[src/hw/rtl/gzla_pkg.sv]
// Shared types, constants and modular-arithmetic helpers for the GF(q) Zech-log ALU.
// No dependencies; every other file imports this package.
`default_nettype none

package gzla_pkg;

  localparam int VW          = 16;           // element log width
  localparam int EW          = 31;           // exponent width
  localparam int PW          = VW + EW;      // pow product width
  localparam int OPW         = 3;            // command width
  localparam int IN_DW       = 96;           // input tdata width, padded to bytes
  localparam int OUT_UW      = 5;            // output tuser width
  localparam int CFG_IW      = 1;            // config index width
  localparam int RED_A_STEPS = VW;           // steps to reduce a 16-bit value mod m
  localparam int RED_E_STEPS = EW;           // steps to reduce x < m * 2^31 mod m
  localparam int QUEUE_DEPTH = 4;
  localparam int QAW         = 2;
  localparam int DEFAULT_TABLE_DEPTH = 65536;

  // input tdata field offsets
  localparam int A_LSB    = 0;
  localparam int B_LSB    = A_LSB + VW;
  localparam int E_LSB    = B_LSB + VW;
  localparam int IDX_LSB  = E_LSB + EW;
  localparam int TVAL_LSB = IDX_LSB + VW;

  // output tuser bit positions
  localparam int UB_DZ   = 0;
  localparam int UB_ZERO = 1;
  localparam int UB_ONE  = 2;
  localparam int UB_MONE = 3;
  localparam int UB_EQ   = 4;

  localparam logic [CFG_IW-1:0] CFG_FIELD_ORDER = 1'd0;
  localparam logic [CFG_IW-1:0] CFG_MINUS_ONE   = 1'd1;

  localparam logic [VW-1:0] FIELD_ORDER_RST = 16'd4;
  localparam logic [VW-1:0] MINUS_ONE_RST   = 16'd0;

  typedef enum logic [OPW-1:0] {
    OP_ADD  = 3'd0,
    OP_SUB  = 3'd1,
    OP_MUL  = 3'd2,
    OP_DIV  = 3'd3,
    OP_NEG  = 3'd4,
    OP_INV  = 3'd5,
    OP_POW  = 3'd6,
    OP_LOAD = 3'd7
  } op_t;

  // classified item handed from the front to the back
  typedef struct packed {
    op_t           op;
    logic [VW-1:0] a;
    logic [VW-1:0] b;
    logic [EW-1:0] e;
    logic [VW-1:0] idx;
    logic [VW-1:0] tval;
    logic          a_zero;
    logic          b_zero;
    logic          e_zero;
    logic          eq;
  } dec_t;

  // per-item control carried down the back pipeline
  typedef struct packed {
    op_t           op;
    logic          eq;
    logic          dz;
    logic          direct;   // res already final
    logic [VW-1:0] res;
  } tag_t;

  // (x + y) mod m for x, y < m
  function automatic logic [VW-1:0] mod_add(input logic [VW-1:0] x, input logic [VW-1:0] y,
                                            input logic [VW-1:0] m);
    logic [VW:0] s;
    s = {1'b0, x} + {1'b0, y};
    if (s >= {1'b0, m}) s = s - {1'b0, m};
    return s[VW-1:0];
  endfunction

  // (x - y) mod m for x, y < m
  function automatic logic [VW-1:0] mod_sub(input logic [VW-1:0] x, input logic [VW-1:0] y,
                                            input logic [VW-1:0] m);
    logic [VW-1:0] r;
    if (x >= y) r = x - y;
    else r = x + (m - y);
    return r;
  endfunction

  // one restoring step: subtract m << j when it fits
  function automatic logic [VW-1:0] red16_step(input logic [VW-1:0] rem, input logic [VW-1:0] m,
                                               input int j);
    logic [2*VW-1:0] ms;
    logic [2*VW-1:0] rx;
    ms = {{VW{1'b0}}, m} << j;
    rx = {{VW{1'b0}}, rem};
    if (rx >= ms) rx = rx - ms;
    return rx[VW-1:0];
  endfunction

  function automatic logic [PW-1:0] red47_step(input logic [PW-1:0] rem, input logic [VW-1:0] m,
                                               input int j);
    logic [PW+VW-1:0] ms;
    logic [PW+VW-1:0] rx;
    ms = {{PW{1'b0}}, m} << j;
    rx = {{VW{1'b0}}, rem};
    if (rx >= ms) rx = rx - ms;
    return rx[PW-1:0];
  endfunction

endpackage

`default_nettype wire

[src/hw/rtl/gzla_queue.sv]
// Short queue of decoded items between the front and the back pipeline.
// Depends on gzla_pkg.
`default_nettype none

module gzla_queue (
  input  logic           clk,
  input  logic           rst_n,
  input  logic           push,
  input  gzla_pkg::dec_t din,
  output logic           full,
  input  logic           pop,
  output logic           head_valid,
  output gzla_pkg::dec_t head
);
  import gzla_pkg::*;

  dec_t           slot_r [QUEUE_DEPTH];
  logic [QAW-1:0] wr_ptr_r, wr_ptr_nxt;
  logic [QAW-1:0] rd_ptr_r, rd_ptr_nxt;
  logic [QAW:0]   cnt_r, cnt_nxt;
  logic           do_pop;

  assign full       = (cnt_r == (QAW+1)'(QUEUE_DEPTH));
  assign head_valid = (cnt_r != '0);
  assign head       = slot_r[rd_ptr_r];
  assign do_pop     = pop && head_valid;

  always_comb begin
    wr_ptr_nxt = push ? wr_ptr_r + 1'b1 : wr_ptr_r;
    rd_ptr_nxt = do_pop ? rd_ptr_r + 1'b1 : rd_ptr_r;
    cnt_nxt    = cnt_r + (QAW+1)'(push) - (QAW+1)'(do_pop);
  end

  always_ff @(posedge clk) begin
    if (!rst_n) begin
      wr_ptr_r <= '0;
      rd_ptr_r <= '0;
      cnt_r    <= '0;
    end else begin
      wr_ptr_r <= wr_ptr_nxt;
      rd_ptr_r <= rd_ptr_nxt;
      cnt_r    <= cnt_nxt;
    end
  end

  always_ff @(posedge clk) begin
    if (push) slot_r[wr_ptr_r] <= din;
  end

endmodule

`default_nettype wire

[config.mk]
export PLATFORM = sky130hd
export DESIGN_NAME = gzla_queue
export DESIGN_NICKNAME = d
export VERILOG_FILES = /design/src/hw/rtl/gzla_pkg.sv /design/src/hw/rtl/gzla_queue.sv
export SDC_FILE = /design/constraint.sdc
export NUM_CORES = 1
export LEC_CHECK = 0
export BUFFER_PORTS_ARGS = -buffer_cell sky130_fd_sc_hd__buf_2
export CAP_MARGIN = 20
export CORE_MARGIN = 4
export CORE_UTILIZATION = 45
export DETAILED_ROUTE_END_ITERATION = 8
export SLEW_MARGIN = 20
export SYNTH_ARGS = -nofsm -noshare
export SYNTH_HDL_FRONTEND = slang
export SYNTH_SLANG_ARGS = --single-unit
[constraint.sdc]
create_clock -name clk -period 10.6 [get_ports clk]
set_clock_uncertainty 0.05 [all_clocks]
set_input_delay 0 -clock clk [delete_from_list [all_inputs] [get_ports clk]]
set_output_delay 0 -clock clk [all_outputs]
set_load 0.02 [all_outputs]
==> impl_metrics.tcl <==
set metrics [dict create \
    wl_met2_microns 15600 \
    endpoint_kind "output port" \
    fin_nets 1034 \
    wl_microns 30500 \
    placed_cells 1219 \
    rsz0062_at_grt "no" \
    top_layer_used "met4" \
    setup_violations 0 \
    fmax_mhz 350 \
    clk_pin_slew_ns 0.06 \
    rows 67 \
    ys.flop_type "edfxtp_1" \
    yosys.area.top_type_share 0.807 \
    io_buffers 209 \
    die_h_microns 192 \
    synth_area_sq_mm 0.0152 \
    seq_area_frac_synth 0.819 \
    synthDistinctLibCells 20 \
    hold_viol 0 \
    num_vias 7218 \
    grt_start_max_net_pins 69 \
    yosys_register_bits 417 \
    pin_count 210 \
    synth.area.top_cells "edfxtp_1 (81%), mux4_2 (15%), dfxtp_1 (1.2%), buf_6 (0.67%), ha_1 (0.49%)" \
    crit_fanout 68 \
    slew_headroom 0.312 \
    cpPeakStageDelay_ns 0.88 \
    holdCritPathClass "primary input to flip-flop" \
    wl_met1_microns 12500 \
    syn_nets 690 \
    setup_slack_ns 7.74 \
    start_util 0.454 \
    track_usage 0.166 \
    grt_pass1_wl_microns 46300 \
    regToRegSetupSlack_ns 7.99 \
    viasPerCell 5.15 \
    leakage_nw 6.47 \
    cp_cell_sequence "buf_4 -> mux4_2 -> buf_2" \
    wl_per_cell_microns 21.8 \
    coreArea_sq_mm 0.0334 \
    htree_levels 2 \
    drtIter0Drc 393 \
    synth.avg_cell_area_sq_um 26.3 \
    finalHoldWorstSlack_ns 0.177 \
    grt_overflow 0 \
    slew_violations 0 \
    drc 0 \
    die-area_sq_mm 0.0368 \
    status "complete, no violations" \
    synth_commonest_cells "edfxtp_1 (408), mux4_2 (102), buf_2 (10)" \
    cts-root-buf "clkbuf_16" \
    synthCells 577 \
    fin_crit_ns 2.86 \
    first_global_vias 8041 \
    yosys_warnings 0 \
    grt_antenna_before_repair 2 \
    synth-edff-count 408 \
    p_per_area_mw_per_mm2 219 \
    fin_crit_sh 0.270 \
    drive_above_1_share 0.405 \
    hpwlAfterDp_microns 17800 \
    ctsResizeCount 0 \
    synth.most_common_cell "edfxtp_1" \
    async_flop_share 0 \
    setup_tns_ns 0 \
    clk_latency_ns 0.52 \
    cts.path.max_buffers 3 \
    dp_slack_ns 8.00 \
    worstSetupPathType "flip-flop to output port" \
    final_antenna_net_count 0 \
    clock_sinks 417 \
    worst_pin_slew_ns 1.03 \
    worst_ep_arrival_time_ns 2.81 \
    cp_slowest_cell "buf_4" \
    cp-start-kind "flip-flop" \
    fillers 2472 \
    synth_top_area_cell "edfxtp_1" \
    layoutNonFillerInstCount 1401 \
    drtPass1Iterations 5 \
    route.met3.wl_microns 1990 \
    cts_tree "done" \
    worstPathRequired_ns 10.55 \
    die_w_microns 192 \
    vdd_ir_drop_max_mv 0.167 \
    place.gp.congestion 0.724 \
    cap_violations 0 \
    numCtsBuffers 43 \
    syn_to_final_growth_pct 25.8 \
]
[kinds of logic after synthesis]
kind of cell	Yosys count	share of synthesized area
buf+inv	28	0.0122
mux	106	0.154
flops	417	0.819
xor+xnor	2	0.00206
compound gates	2	0.00115
simple gates	15	0.00585
fa+ha+maj	7	0.00626
[stage by stage]
| step | total power, mW | area, sq um | util |
|---|---|---|---|
| 4_1_cts | 4.24 | 19100 | 0.571 |
| 2_1_floorplan | 2.53 | 15200 | - |
| 6_report | 4.18 | 19100 | 0.571 |
| 5_1_grt | 4.36 | 19100 | 0.571 |
| 3_5_place_dp | 2.78 | 16700 | 0.499 |
| 3_3_place_gp | 2.76 | 16700 | 0.499 |
[final timing paths]
kind                             startpoint            end  depth (start not counted)
worst min register to register  rd_ptr_r[1]      flip-flop                          2
worst max register to register  wr_ptr_r[0]  slot_r[1][29]                          3
worst min-delay path                din[10]  slot_r[2][10]                          2
worst max-delay path              flip-flop       head[47]                          3
[report_power, final]
group	internal, mW	switching (mW)
Sequential	1.90	0.0377
Clock	0.843	0.580
Combinational	0.361	0.457
Total	3.11	1.07
[cell type report]
| cell class | count | area, sq um | area share |
|---|---|---|---|
| Inverter | 6 | 22.5 | 0.00118 |
| Sequential cell | 417 | 12400 | 0.651 |
| Antenna cell | 2 | 5.00 | 0.000262 |
| Clock buffer | 50 | 1140 | 0.0599 |
| Tap cell | 448 | 561 | 0.0293 |
| Multi-Input combinational cell | 132 | 2580 | 0.135 |
| Timing Repair Buffer | 321 | 2150 | 0.113 |
| Clock inverter | 25 | 204 | 0.0107 |
[routing by layer]
metal,global-route usage,up-vias
met5,0,-
met4,0.0365,0
met3,0.0423,37
met2,0.291,221
met1,0.212,3781
li1,-,3179
[critical path: cells and delay by family, from the launching register on]
family	cells	cell delay (ns)
flops	1	0.70
buf+inv	2	1.07
mux	1	0.48
[cells in the final DEF, fill, tap and decap left out, drive strengths merged]
cell / count
and2: 8
and3: 1
buf: 216
bufinv: 3
clkbuf: 50
clkinv: 16
clkinvlp: 6
dfxtp: 9
diode: 2
dlygate4sd3: 105
edfxtp: 408
fa: 1
ha: 6
inv: 6
mux2i: 4
mux4: 102
nand2: 2
nand2b: 2
nor2b: 1
o311ai: 1
o31a: 1
or3: 1
xnor3: 1
xor2: 1
[sequential cells by signal, summed over array words and instances, names as in the netlist, named ones only]
name,count
cnt_r,3
rd_ptr_r,2
slot_r,408
wr_ptr_r,2
[what timing repair did]
action	in CTS	in global routing
buffers inserted	0	0
hold buffers	105	0
hold endpoints to repair	417	0
No activity file was read; power rests on OpenSTA's default activity.
