<file path="src/hw/rtl/gzla_pkg.sv">
// Shared types, constants and modular-arithmetic helpers for the GF(q) Zech-log ALU.
// No dependencies; every other file imports this package.
`default_nettype none

package gzla_pkg;

  localparam int VW          = 16;           // element log width
  localparam int EW          = 31;           // exponent width
  localparam int PW          = VW + EW;      // pow product width
  localparam int OPW         = 3;            // command width
  localparam int IN_DW       = 96;           // input tdata width, padded to bytes
  localparam int OUT_UW      = 5;            // output tuser width
  localparam int CFG_IW      = 1;            // config index width
  localparam int RED_A_STEPS = VW;           // steps to reduce a 16-bit value mod m
  localparam int RED_E_STEPS = EW;           // steps to reduce x < m * 2^31 mod m
  localparam int QUEUE_DEPTH = 4;
  localparam int QAW         = 2;
  localparam int DEFAULT_TABLE_DEPTH = 65536;

  // input tdata field offsets
  localparam int A_LSB    = 0;
  localparam int B_LSB    = A_LSB + VW;
  localparam int E_LSB    = B_LSB + VW;
  localparam int IDX_LSB  = E_LSB + EW;
  localparam int TVAL_LSB = IDX_LSB + VW;

  // output tuser bit positions
  localparam int UB_DZ   = 0;
  localparam int UB_ZERO = 1;
  localparam int UB_ONE  = 2;
  localparam int UB_MONE = 3;
  localparam int UB_EQ   = 4;

  localparam logic [CFG_IW-1:0] CFG_FIELD_ORDER = 1'd0;
  localparam logic [CFG_IW-1:0] CFG_MINUS_ONE   = 1'd1;

  localparam logic [VW-1:0] FIELD_ORDER_RST = 16'd4;
  localparam logic [VW-1:0] MINUS_ONE_RST   = 16'd0;

  typedef enum logic [OPW-1:0] {
    OP_ADD  = 3'd0,
    OP_SUB  = 3'd1,
    OP_MUL  = 3'd2,
    OP_DIV  = 3'd3,
    OP_NEG  = 3'd4,
    OP_INV  = 3'd5,
    OP_POW  = 3'd6,
    OP_LOAD = 3'd7
  } op_t;

  // classified item handed from the front to the back
  typedef struct packed {
    op_t           op;
    logic [VW-1:0] a;
    logic [VW-1:0] b;
    logic [EW-1:0] e;
    logic [VW-1:0] idx;
    logic [VW-1:0] tval;
    logic          a_zero;
    logic          b_zero;
    logic          e_zero;
    logic          eq;
  } dec_t;

  // per-item control carried down the back pipeline
  typedef struct packed {
    op_t           op;
    logic          eq;
    logic          dz;
    logic          direct;   // res already final
    logic [VW-1:0] res;
  } tag_t;

  // (x + y) mod m for x, y < m
  function automatic logic [VW-1:0] mod_add(input logic [VW-1:0] x, input logic [VW-1:0] y,
                                            input logic [VW-1:0] m);
    logic [VW:0] s;
    s = {1'b0, x} + {1'b0, y};
    if (s >= {1'b0, m}) s = s - {1'b0, m};
    return s[VW-1:0];
  endfunction

  // (x - y) mod m for x, y < m
  function automatic logic [VW-1:0] mod_sub(input logic [VW-1:0] x, input logic [VW-1:0] y,
                                            input logic [VW-1:0] m);
    logic [VW-1:0] r;
    if (x >= y) r = x - y;
    else r = x + (m - y);
    return r;
  endfunction

  // one restoring step: subtract m << j when it fits
  function automatic logic [VW-1:0] red16_step(input logic [VW-1:0] rem, input logic [VW-1:0] m,
                                               input int j);
    logic [2*VW-1:0] ms;
    logic [2*VW-1:0] rx;
    ms = {{VW{1'b0}}, m} << j;
    rx = {{VW{1'b0}}, rem};
    if (rx >= ms) rx = rx - ms;
    return rx[VW-1:0];
  endfunction

  function automatic logic [PW-1:0] red47_step(input logic [PW-1:0] rem, input logic [VW-1:0] m,
                                               input int j);
    logic [PW+VW-1:0] ms;
    logic [PW+VW-1:0] rx;
    ms = {{PW{1'b0}}, m} << j;
    rx = {{VW{1'b0}}, rem};
    if (rx >= ms) rx = rx - ms;
    return rx[PW-1:0];
  endfunction

endpackage

`default_nettype wire

</file>
<file path="src/hw/rtl/gzla_front.sv">
// Front end: takes input transactions and classifies them into decoded items.
// Depends on gzla_pkg; feeds gzla_queue.
`default_nettype none

module gzla_front (
  input  logic                        in_tvalid,
  output logic                        in_tready,
  input  logic [gzla_pkg::IN_DW-1:0]  in_tdata,   // operand_a, operand_b, exponent,
                                                  // table_index, table_value, pad
  input  logic [gzla_pkg::OPW-1:0]    in_tuser,   // cmd
  input  logic [gzla_pkg::VW-1:0]     field_order,
  input  logic                        q_full,
  output logic                        push,
  output gzla_pkg::dec_t              dec
);
  import gzla_pkg::*;

  assign in_tready = !q_full;
  assign push      = in_tvalid && in_tready;

  always_comb begin
    dec.op     = op_t'(in_tuser);
    dec.a      = in_tdata[A_LSB +: VW];
    dec.b      = in_tdata[B_LSB +: VW];
    dec.e      = in_tdata[E_LSB +: EW];
    dec.idx    = in_tdata[IDX_LSB +: VW];
    dec.tval   = in_tdata[TVAL_LSB +: VW];
    // raw code compares against q mark the field zero
    dec.a_zero = (dec.a == field_order);
    dec.b_zero = (dec.b == field_order);
    dec.e_zero = (dec.e == '0);
    dec.eq     = (dec.a == dec.b);
  end

endmodule

`default_nettype wire

</file>
<file path="config.mk">
export PLATFORM = sky130hd
export DESIGN_NAME = gzla_front
export DESIGN_NICKNAME = d
export VERILOG_FILES = /design/src/hw/rtl/gzla_pkg.sv /design/src/hw/rtl/gzla_front.sv
export SDC_FILE = /design/constraint.sdc
export NUM_CORES = 1
export LEC_CHECK = 0
export BUFFER_PORTS_ARGS = -buffer_cell sky130_fd_sc_hd__clkbuf_2
export CAP_MARGIN = 15
export CORE_AREA = 2 2 85 87
export DETAILED_ROUTE_END_ITERATION = 16
export DIE_AREA = 0 0 87 89
export PLACE_DENSITY = 0.57
export SYNTH_ARGS = -nofsm -noshare
export SYNTH_HDL_FRONTEND = slang
export SYNTH_SLANG_ARGS = --single-unit
</file>
<file path="constraint.sdc">
create_clock -name vclk -period 0.8
set_input_delay 0.08 -clock vclk [all_inputs]
set_output_delay 0.08 -clock vclk [all_outputs]
set_load 0.1 [all_outputs]
</file>
==> summary.md, run 1 <==
| Metric | Value |
|---|---|
| Run status | finished, violations left |
| Violated checks | negative setup slack |
| Complex-gate fraction of the synthesized area | 0% |
| Number of filler instances in the final layout | 572 |
| Quantity of hold-fixing buffers added after cts | 0 |
| Xor/xnor share of the synthesized area | 31.28% |
| Synthesized area divided by synthesized cell count | 7.723 um^2 |
| Combined global-route utilization of all metal layers | 12.50% |
| Startpoint type of the worst setup path | primary input |
| DP Wirelength | 5.002 mm |
| Adder-cell share of the synthesized area | 0% |
| Crit end category | primary output |
| Height of the chip | 89 um |
| Final net count | 403 |
| Port buffer count | 150 |
| Die footprint | 7743 um^2 |
| Global placer's final weighted congestion | 0.7404 |
| Net switching fraction of the power | 58.29% |
| Proportion of power drawn by flip-flops and latches | 0% |
| Standard-cell rows | 30 |
| DR DRC count | 0 |
| Slew margin rel. | 82.34% |
| Clock network fraction of total power | 0% |
| Ports placed on the boundary | 221 |
| Vias in the first global route | 1,590 |
| Critical Path Max Stage Delay | 360 ps |
| Starting DRT DRC Count | 9 |
| Detail Route Antenna Nets | 0 |
| Final worst path period need | 1198 ps |
| Number of clock buffer instances in the layout | 0 |
| Post-Syn Area | 1344 um^2 |
| Initial cell density of the core | 20.00% |
| Layout-stage area growth over the synthesis result | 152.4% |
| Combinational cell fraction of total power | 100.0% |
| Maximum ir drop on the vdd rail | 0.0003862 V |
| Critical-path maximum fanout | 3 |
| Count of endpoints failing hold in the final timing report | 0 |
| Share of layout cells above drive strength 1 | 85.92% |
| Ordered list of cells on the worst path | clkbuf_16 > xnor2_2 > nand4_1 > nor4_4 > buf_12 |
| Antenna Diode Count | 0 |
| Final worst path period share | 149.7% |
| First-pass iteration count of the detailed router | 4 |
| Number of library cell types mapped by synthesis | 9 |
| Total global routing overflow | 0 |
| Max-slew violation total from the final report | 0 |
| Type of the worst setup path | primary input to primary output |
| Fraction of synthesized area in multiplexers | 0% |
| Flip-flop and latch count | 0 |
| Sum of buffers and inverters on the critical path | 2 |
| Required time worst endpoint | 720 ps |
| CORE AREA | 6719 um^2 |
| Global-route wire length before repair | 7.755 mm |
| Syn nets | 291 |
| Least-Margin Pin Slew | 263.0 ps |
| Vias per Instance | 4.025 |
| Number of antenna violations at the first check in global routing | 0 |
| Power per cell area | 931.7 nW/um^2 |
| Net Switching | 0.001842 W |
| Count of warnings emitted by yosys | 0 |
| Largest net degree at the start of global routing | 4 |
| Kind of cell adding the most delay to the critical path | simple AND/OR/NAND/NOR gates |
| Tightest Hold Check Type | primary input to primary output |
| RSZ-0062 raised after global routing | yes |
| Reported max-cap violation count | 0 |
| Lkg Pwr | 1.623 nW |
| Share of the yosys chip area belonging to registers | 0% |
| Cells after synthesis | 174 |
| Detail-routed net length per standard cell | 14.55 um |
| Cell with the biggest individual delay on the critical path | nor4_4 |
| Combinational family with the most area after synthesis | buffers and inverters |
| Final wirelength | 5.295 mm |
| CP arrival | 1120 ps |
| Util after Layout | 50.48% |
| Final setup margin | -397.6 ps |
| Area share of and/or/nand/nor cells after synthesis | 13.69% |
| DIE WIDTH | 87 um |
| Internal power | 0.001318 W |
| Sum Neg Setup Slack | -1387 ps |
| Total setup violations reported at the end of the flow | 4 |
| Upper clock frequency limit | 835.0 MHz |
| Vias | 1,465 |
| Sequential standard cell area | 0 um^2 |
stage by stage:
stage                     power (W)  hold WS (ps)  worst slack [ps]  cells  area [um^2]
after floorplan            0.002645         260.7            -756.8    174         1489
after global placement     0.002968         160.7            -409.1    363         3068
after detailed placement   0.002999         160.7            -416.9    363         3068
after CTS                  0.003062         160.7            -424.1    364         3179
after global routing       0.003272         160.2            -510.4    364         3392
final                      0.003160         160.1            -397.6    364         3392
cell usage after synthesis:
master	number	share of area, %
nor3_1	1	0.37
buf_4	98	55
nor2_1	1	0.28
nor2b_1	1	0.47
inv_1	1	0.28
nor4_2	3	2.8
nor4_1	7	3.3
nand4_1	14	6.5
xnor2_1	48	31
worst paths after layout:
path / start / to / slack [ps] / cells past startpoint
setup / recovery: in_tdata[31] / dec[2] / -400 / 5
hold / removal: in_tdata[83] / dec[8] / 160 / 0
cell usage in the layout, fill, tap and decap left out:
master	instances
buf_12	69
buf_2	2
buf_4	60
buf_6	14
buf_8	3
clkbuf_16	1
clkbuf_2	56
clkbuf_8	3
inv_1	1
nand4_1	14
nor2_4	1
nor2b_4	1
nor3_1	1
nor4_1	1
nor4_2	3
nor4_4	6
xnor2_1	23
xnor2_2	25
power by group through the flow:
stage	clock network, W	registers, W	logic [W]
floorplan	0	0	0.00265
global placement	0	0	0.00297
detailed placement	0	0	0.00300
CTS	0	0	0.00306
global route	0	0	0.00327
finish	0	0	0.00316
layout make-up:
cell class	count	area [um^2]	area share (%)
well taps	80	100.1	2.951
inverters	1	3.754	0.1107
multi-input cells	75	897.1	26.45
repair buffers	208	2391	70.49
per-layer routing:
metal | up-vias | share of wire, % | GRT usage, %
met5 | - | 0 | 0
met4 | 0 | 0 | 0
met3 | 0 | 14 | 4.340
met2 | 124 | 58 | 26.79
met1 | 643 | 28 | 11.95
li1 | 698 | - | -
what timing repair did:
action                     CTS  global route
setup endpoints to repair    4             4
pin swaps                   13            27
buffers inserted             1             0
gates resized for setup     15            85
logic make-up (layout without fill, tap and decap cells):
logic type,Yosys count,after routing
XOR/XNOR,48,48
buffers and inverters,99,209
AND/OR/NAND/NOR,27,27
Power figures use the tool's default switching activity.
==> inputs of run 2 (changes only) <==
--- a/config.mk
+++ b/config.mk
@@ -5,12 +5,13 @@
 export SDC_FILE = /design/constraint.sdc
 export NUM_CORES = 1
 export LEC_CHECK = 0
+export ABC_AREA = 1
 export BUFFER_PORTS_ARGS = -buffer_cell sky130_fd_sc_hd__clkbuf_2
 export CAP_MARGIN = 15
-export CORE_AREA = 2 2 85 87
+export CORE_AREA = 2 2 86 88
 export DETAILED_ROUTE_END_ITERATION = 16
-export DIE_AREA = 0 0 87 89
-export PLACE_DENSITY = 0.57
+export DIE_AREA = 0 0 88 90
+export PLACE_DENSITY = 0.59
 export SYNTH_ARGS = -nofsm -noshare
 export SYNTH_HDL_FRONTEND = slang
 export SYNTH_SLANG_ARGS = --single-unit
==> run 2 against run 1 <==
Net effect: the flow still finishes with violations (negative setup slack); combinational power grew 2%; count of clock-buffer cells in the layout stayed put; cell area up 7.1%; via count grew 25%; hold slack barely moved; non-clock buffer count up 3; power up 2.3%; die area increased by 2.3%; global-route usage fell by 0.83 points; maximum frequency increased by 15%; flip-flop and latch count unchanged; largest power group unchanged.
==> summary.md, run 2 <==
| Metric | Value |
|---|---|
| Layout Cells excl Fill | 474 |
| Vias | 1,828 |
| Clock network fraction of total power | 0% |
| Port buffer count | 150 |
| Run status | finished, violations left |
| Layout-stage area growth over the synthesis result | 137.8% |
| Number of clock buffer instances in the layout | 0 |
| Synthesized area divided by synthesized cell count | 5.831 um^2 |
| First-pass iteration count of the detailed router | 4 |
| Share of the yosys chip area belonging to registers | 0% |
| Total setup violations reported at the end of the flow | 4 |
| Vias in the first global route | 1,803 |
| Share of layout cells above drive strength 1 | 71.73% |
| Vias per Instance | 3.857 |
| Total global routing overflow | 0 |
| Startpoint type of the worst setup path | primary input |
| Upper clock frequency limit | 961.2 MHz |
| Final total power | 0.003232 W |
| Count of endpoints failing hold in the final timing report | 0 |
| Standard-cell rows | 31 |
| Largest net degree at the start of global routing | 5 |
| Tightest Hold Check Type | primary input to primary output |
| Final worst path period share | 130.0% |
| Highest metal layer used by the detailed router | met4 |
| Quantity of hold-fixing buffers added after cts | 0 |
| Combinational cell fraction of total power | 100.0% |
| Number of filler instances in the final layout | 623 |
| Global-route wire length before repair | 7.679 mm |
| Antenna Diode Count | 0 |
| Type of the worst setup path | primary input to primary output |
| Net switching fraction of the power | 58.53% |
| Cells after DPL | 473 |
| Crit end category | primary output |
| Final setup margin | -240.3 ps |
| Lkg Pwr | 1.853 nW |
| Hold path cells | 0 |
| Detail Route Antenna Nets | 0 |
| DP Wirelength | 4.694 mm |
| DIE WIDTH | 88 um |
| Internal power | 0.001340 W |
| CP arrival | 960 ps |
| Number of library cell types mapped by synthesis | 8 |
| Max-slew violation total from the final report | 0 |
| Height of the chip | 90 um |
| Sum Neg Setup Slack | -908.5 ps |
| Violated checks | negative setup slack |
| Top cells by area, synth | buf_4, nand2_1, xnor2_1 |
| Number of antenna violations at the first check in global routing | 0 |
| Critical-path maximum fanout | 2 |
| Detail-routed net length per standard cell | 11.32 um |
| Final wirelength | 5.368 mm |
| Final net count | 494 |
| Leading cell types by count after synthesis | buf_4, nand2_1, xnor2_1 |
| Area fraction of the dominant cell type after synthesis | 48.16% |
| Initial cell density of the core | 21.76% |
| Least-Margin Pin Slew | 164.7 ps |
| M1 wire length | 1.674 mm |
| Highest-count cells in the layout ignoring fill and taps | nand2_1, buf_12, buf_4 |
| Worst Setup Slack post-DPL | -313.8 ps |
| Proportion of power drawn by flip-flops and latches | 0% |
| Net Switching | 0.001892 W |
| Flip-flop and latch count | 0 |
| Met2 wirelength from detailed routing | 2.998 mm |
| Ports placed on the boundary | 221 |
| Detail Route met3 WL | 625 um |
| Combined global-route utilization of all metal layers | 11.68% |
| CORE AREA | 7020 um^2 |
| RSZ-0062 raised after global routing | yes |
| Starting DRT DRC Count | 3 |
| Maximum ir drop on the vdd rail | 0.0003457 V |
| Count of warnings emitted by yosys | 0 |
| Global placer's final weighted congestion | 0.7155 |
| Origin of the worst min-delay path | in_tdata[87] |
| CP startpoint | in_tdata[42] |
| Post-Syn Area | 1528 um^2 |
| Final worst path period need | 1040 ps |
| Power per cell area | 889.9 nW/um^2 |
| Reported max-cap violation count | 0 |
| Required time worst endpoint | 720 ps |
| DR DRC count | 0 |
| Cells after synthesis | 262 |
| Most common cell after layout, fill and taps aside | nand2_1 |
| Die footprint | 7920 um^2 |
| Sequential standard cell area | 0 um^2 |
| Leading area contributor after synthesis | buf_4 |
| Most frequent cell after synthesis | buf_4 |
| Slew margin rel. | 88.99% |
| Syn nets | 379 |
run 2: cell count changes in the layout (fill, tap and decap cells not counted), sizes merged, moves of 7 or more:
| cell | previous run | this run |
|---|---|---|
| buf | 148 | 155 |
| nand2 | 0 | 77 |
| xnor2 | 48 | 33 |
| nor2 | 1 | 32 |
| inv | 1 | 17 |
| nor4 | 10 | 0 |
| nand4 | 14 | 3 |
run 2: cell families after synthesis:
logic type / share of synthesized area (%)
xor gates and xnor gates: 18.92
buffers and inverters: 52.33
and+or+nand+nor: 28.75
run 2: worst paths after layout:
| path | to |
|---|---|
| worst min-delay path | dec[12] |
| worst max-delay path | dec[1] |
run 2: stage by stage:
stage / utilization, % / instance area (um^2) / hold slack [ps]
6_report: 51.74 / 3632 / 160.0
5_1_grt: 51.74 / 3632 / 160.1
4_1_cts: 47.89 / 3362 / 160.7
3_5_place_dp: 46.73 / 3281 / 160.7
3_3_place_gp: 46.73 / 3281 / 160.7
2_1_floorplan: - / 1655 / 261.9
run 2: final cells by class:
type	instances	area (um^2)	area share [%]
Tap cell	99	123.9	3.410
Multi-Input combinational cell	147	1016	27.97
Timing Repair Buffer	211	2426	66.79
Inverter	17	66.31	1.826
run 2: layer usage:
layer	vias to the layer above	track usage, %
met5	-	0
met2	124	23.23
li1	913	-
met4	0	1.795
met1	781	11.50
met3	10	3.765
run 2: worst max-delay path, stage by stage:
cell and delay [ps]:
buf_8 100, nor2_4 90, nand4_1 100, or2_1 270
nor2_4 130, buf_12 180
run 2: power by group through the flow:
stage / Combinational, W / Sequential [W] / Clock (W)
after floorplan: 0.00269 / 0 / 0
after global placement: 0.00301 / 0 / 0
after detailed placement: 0.00304 / 0 / 0
after CTS: 0.00309 / 0 / 0
after global routing: 0.00337 / 0 / 0
final: 0.00323 / 0 / 0
run 2: timing repair:
action | in CTS | in global routing
pin swaps | 20 | 51
resized for setup | 18 | 101
buffers inserted | 1 | 0
endpoints found under the setup margin | 4 | 4
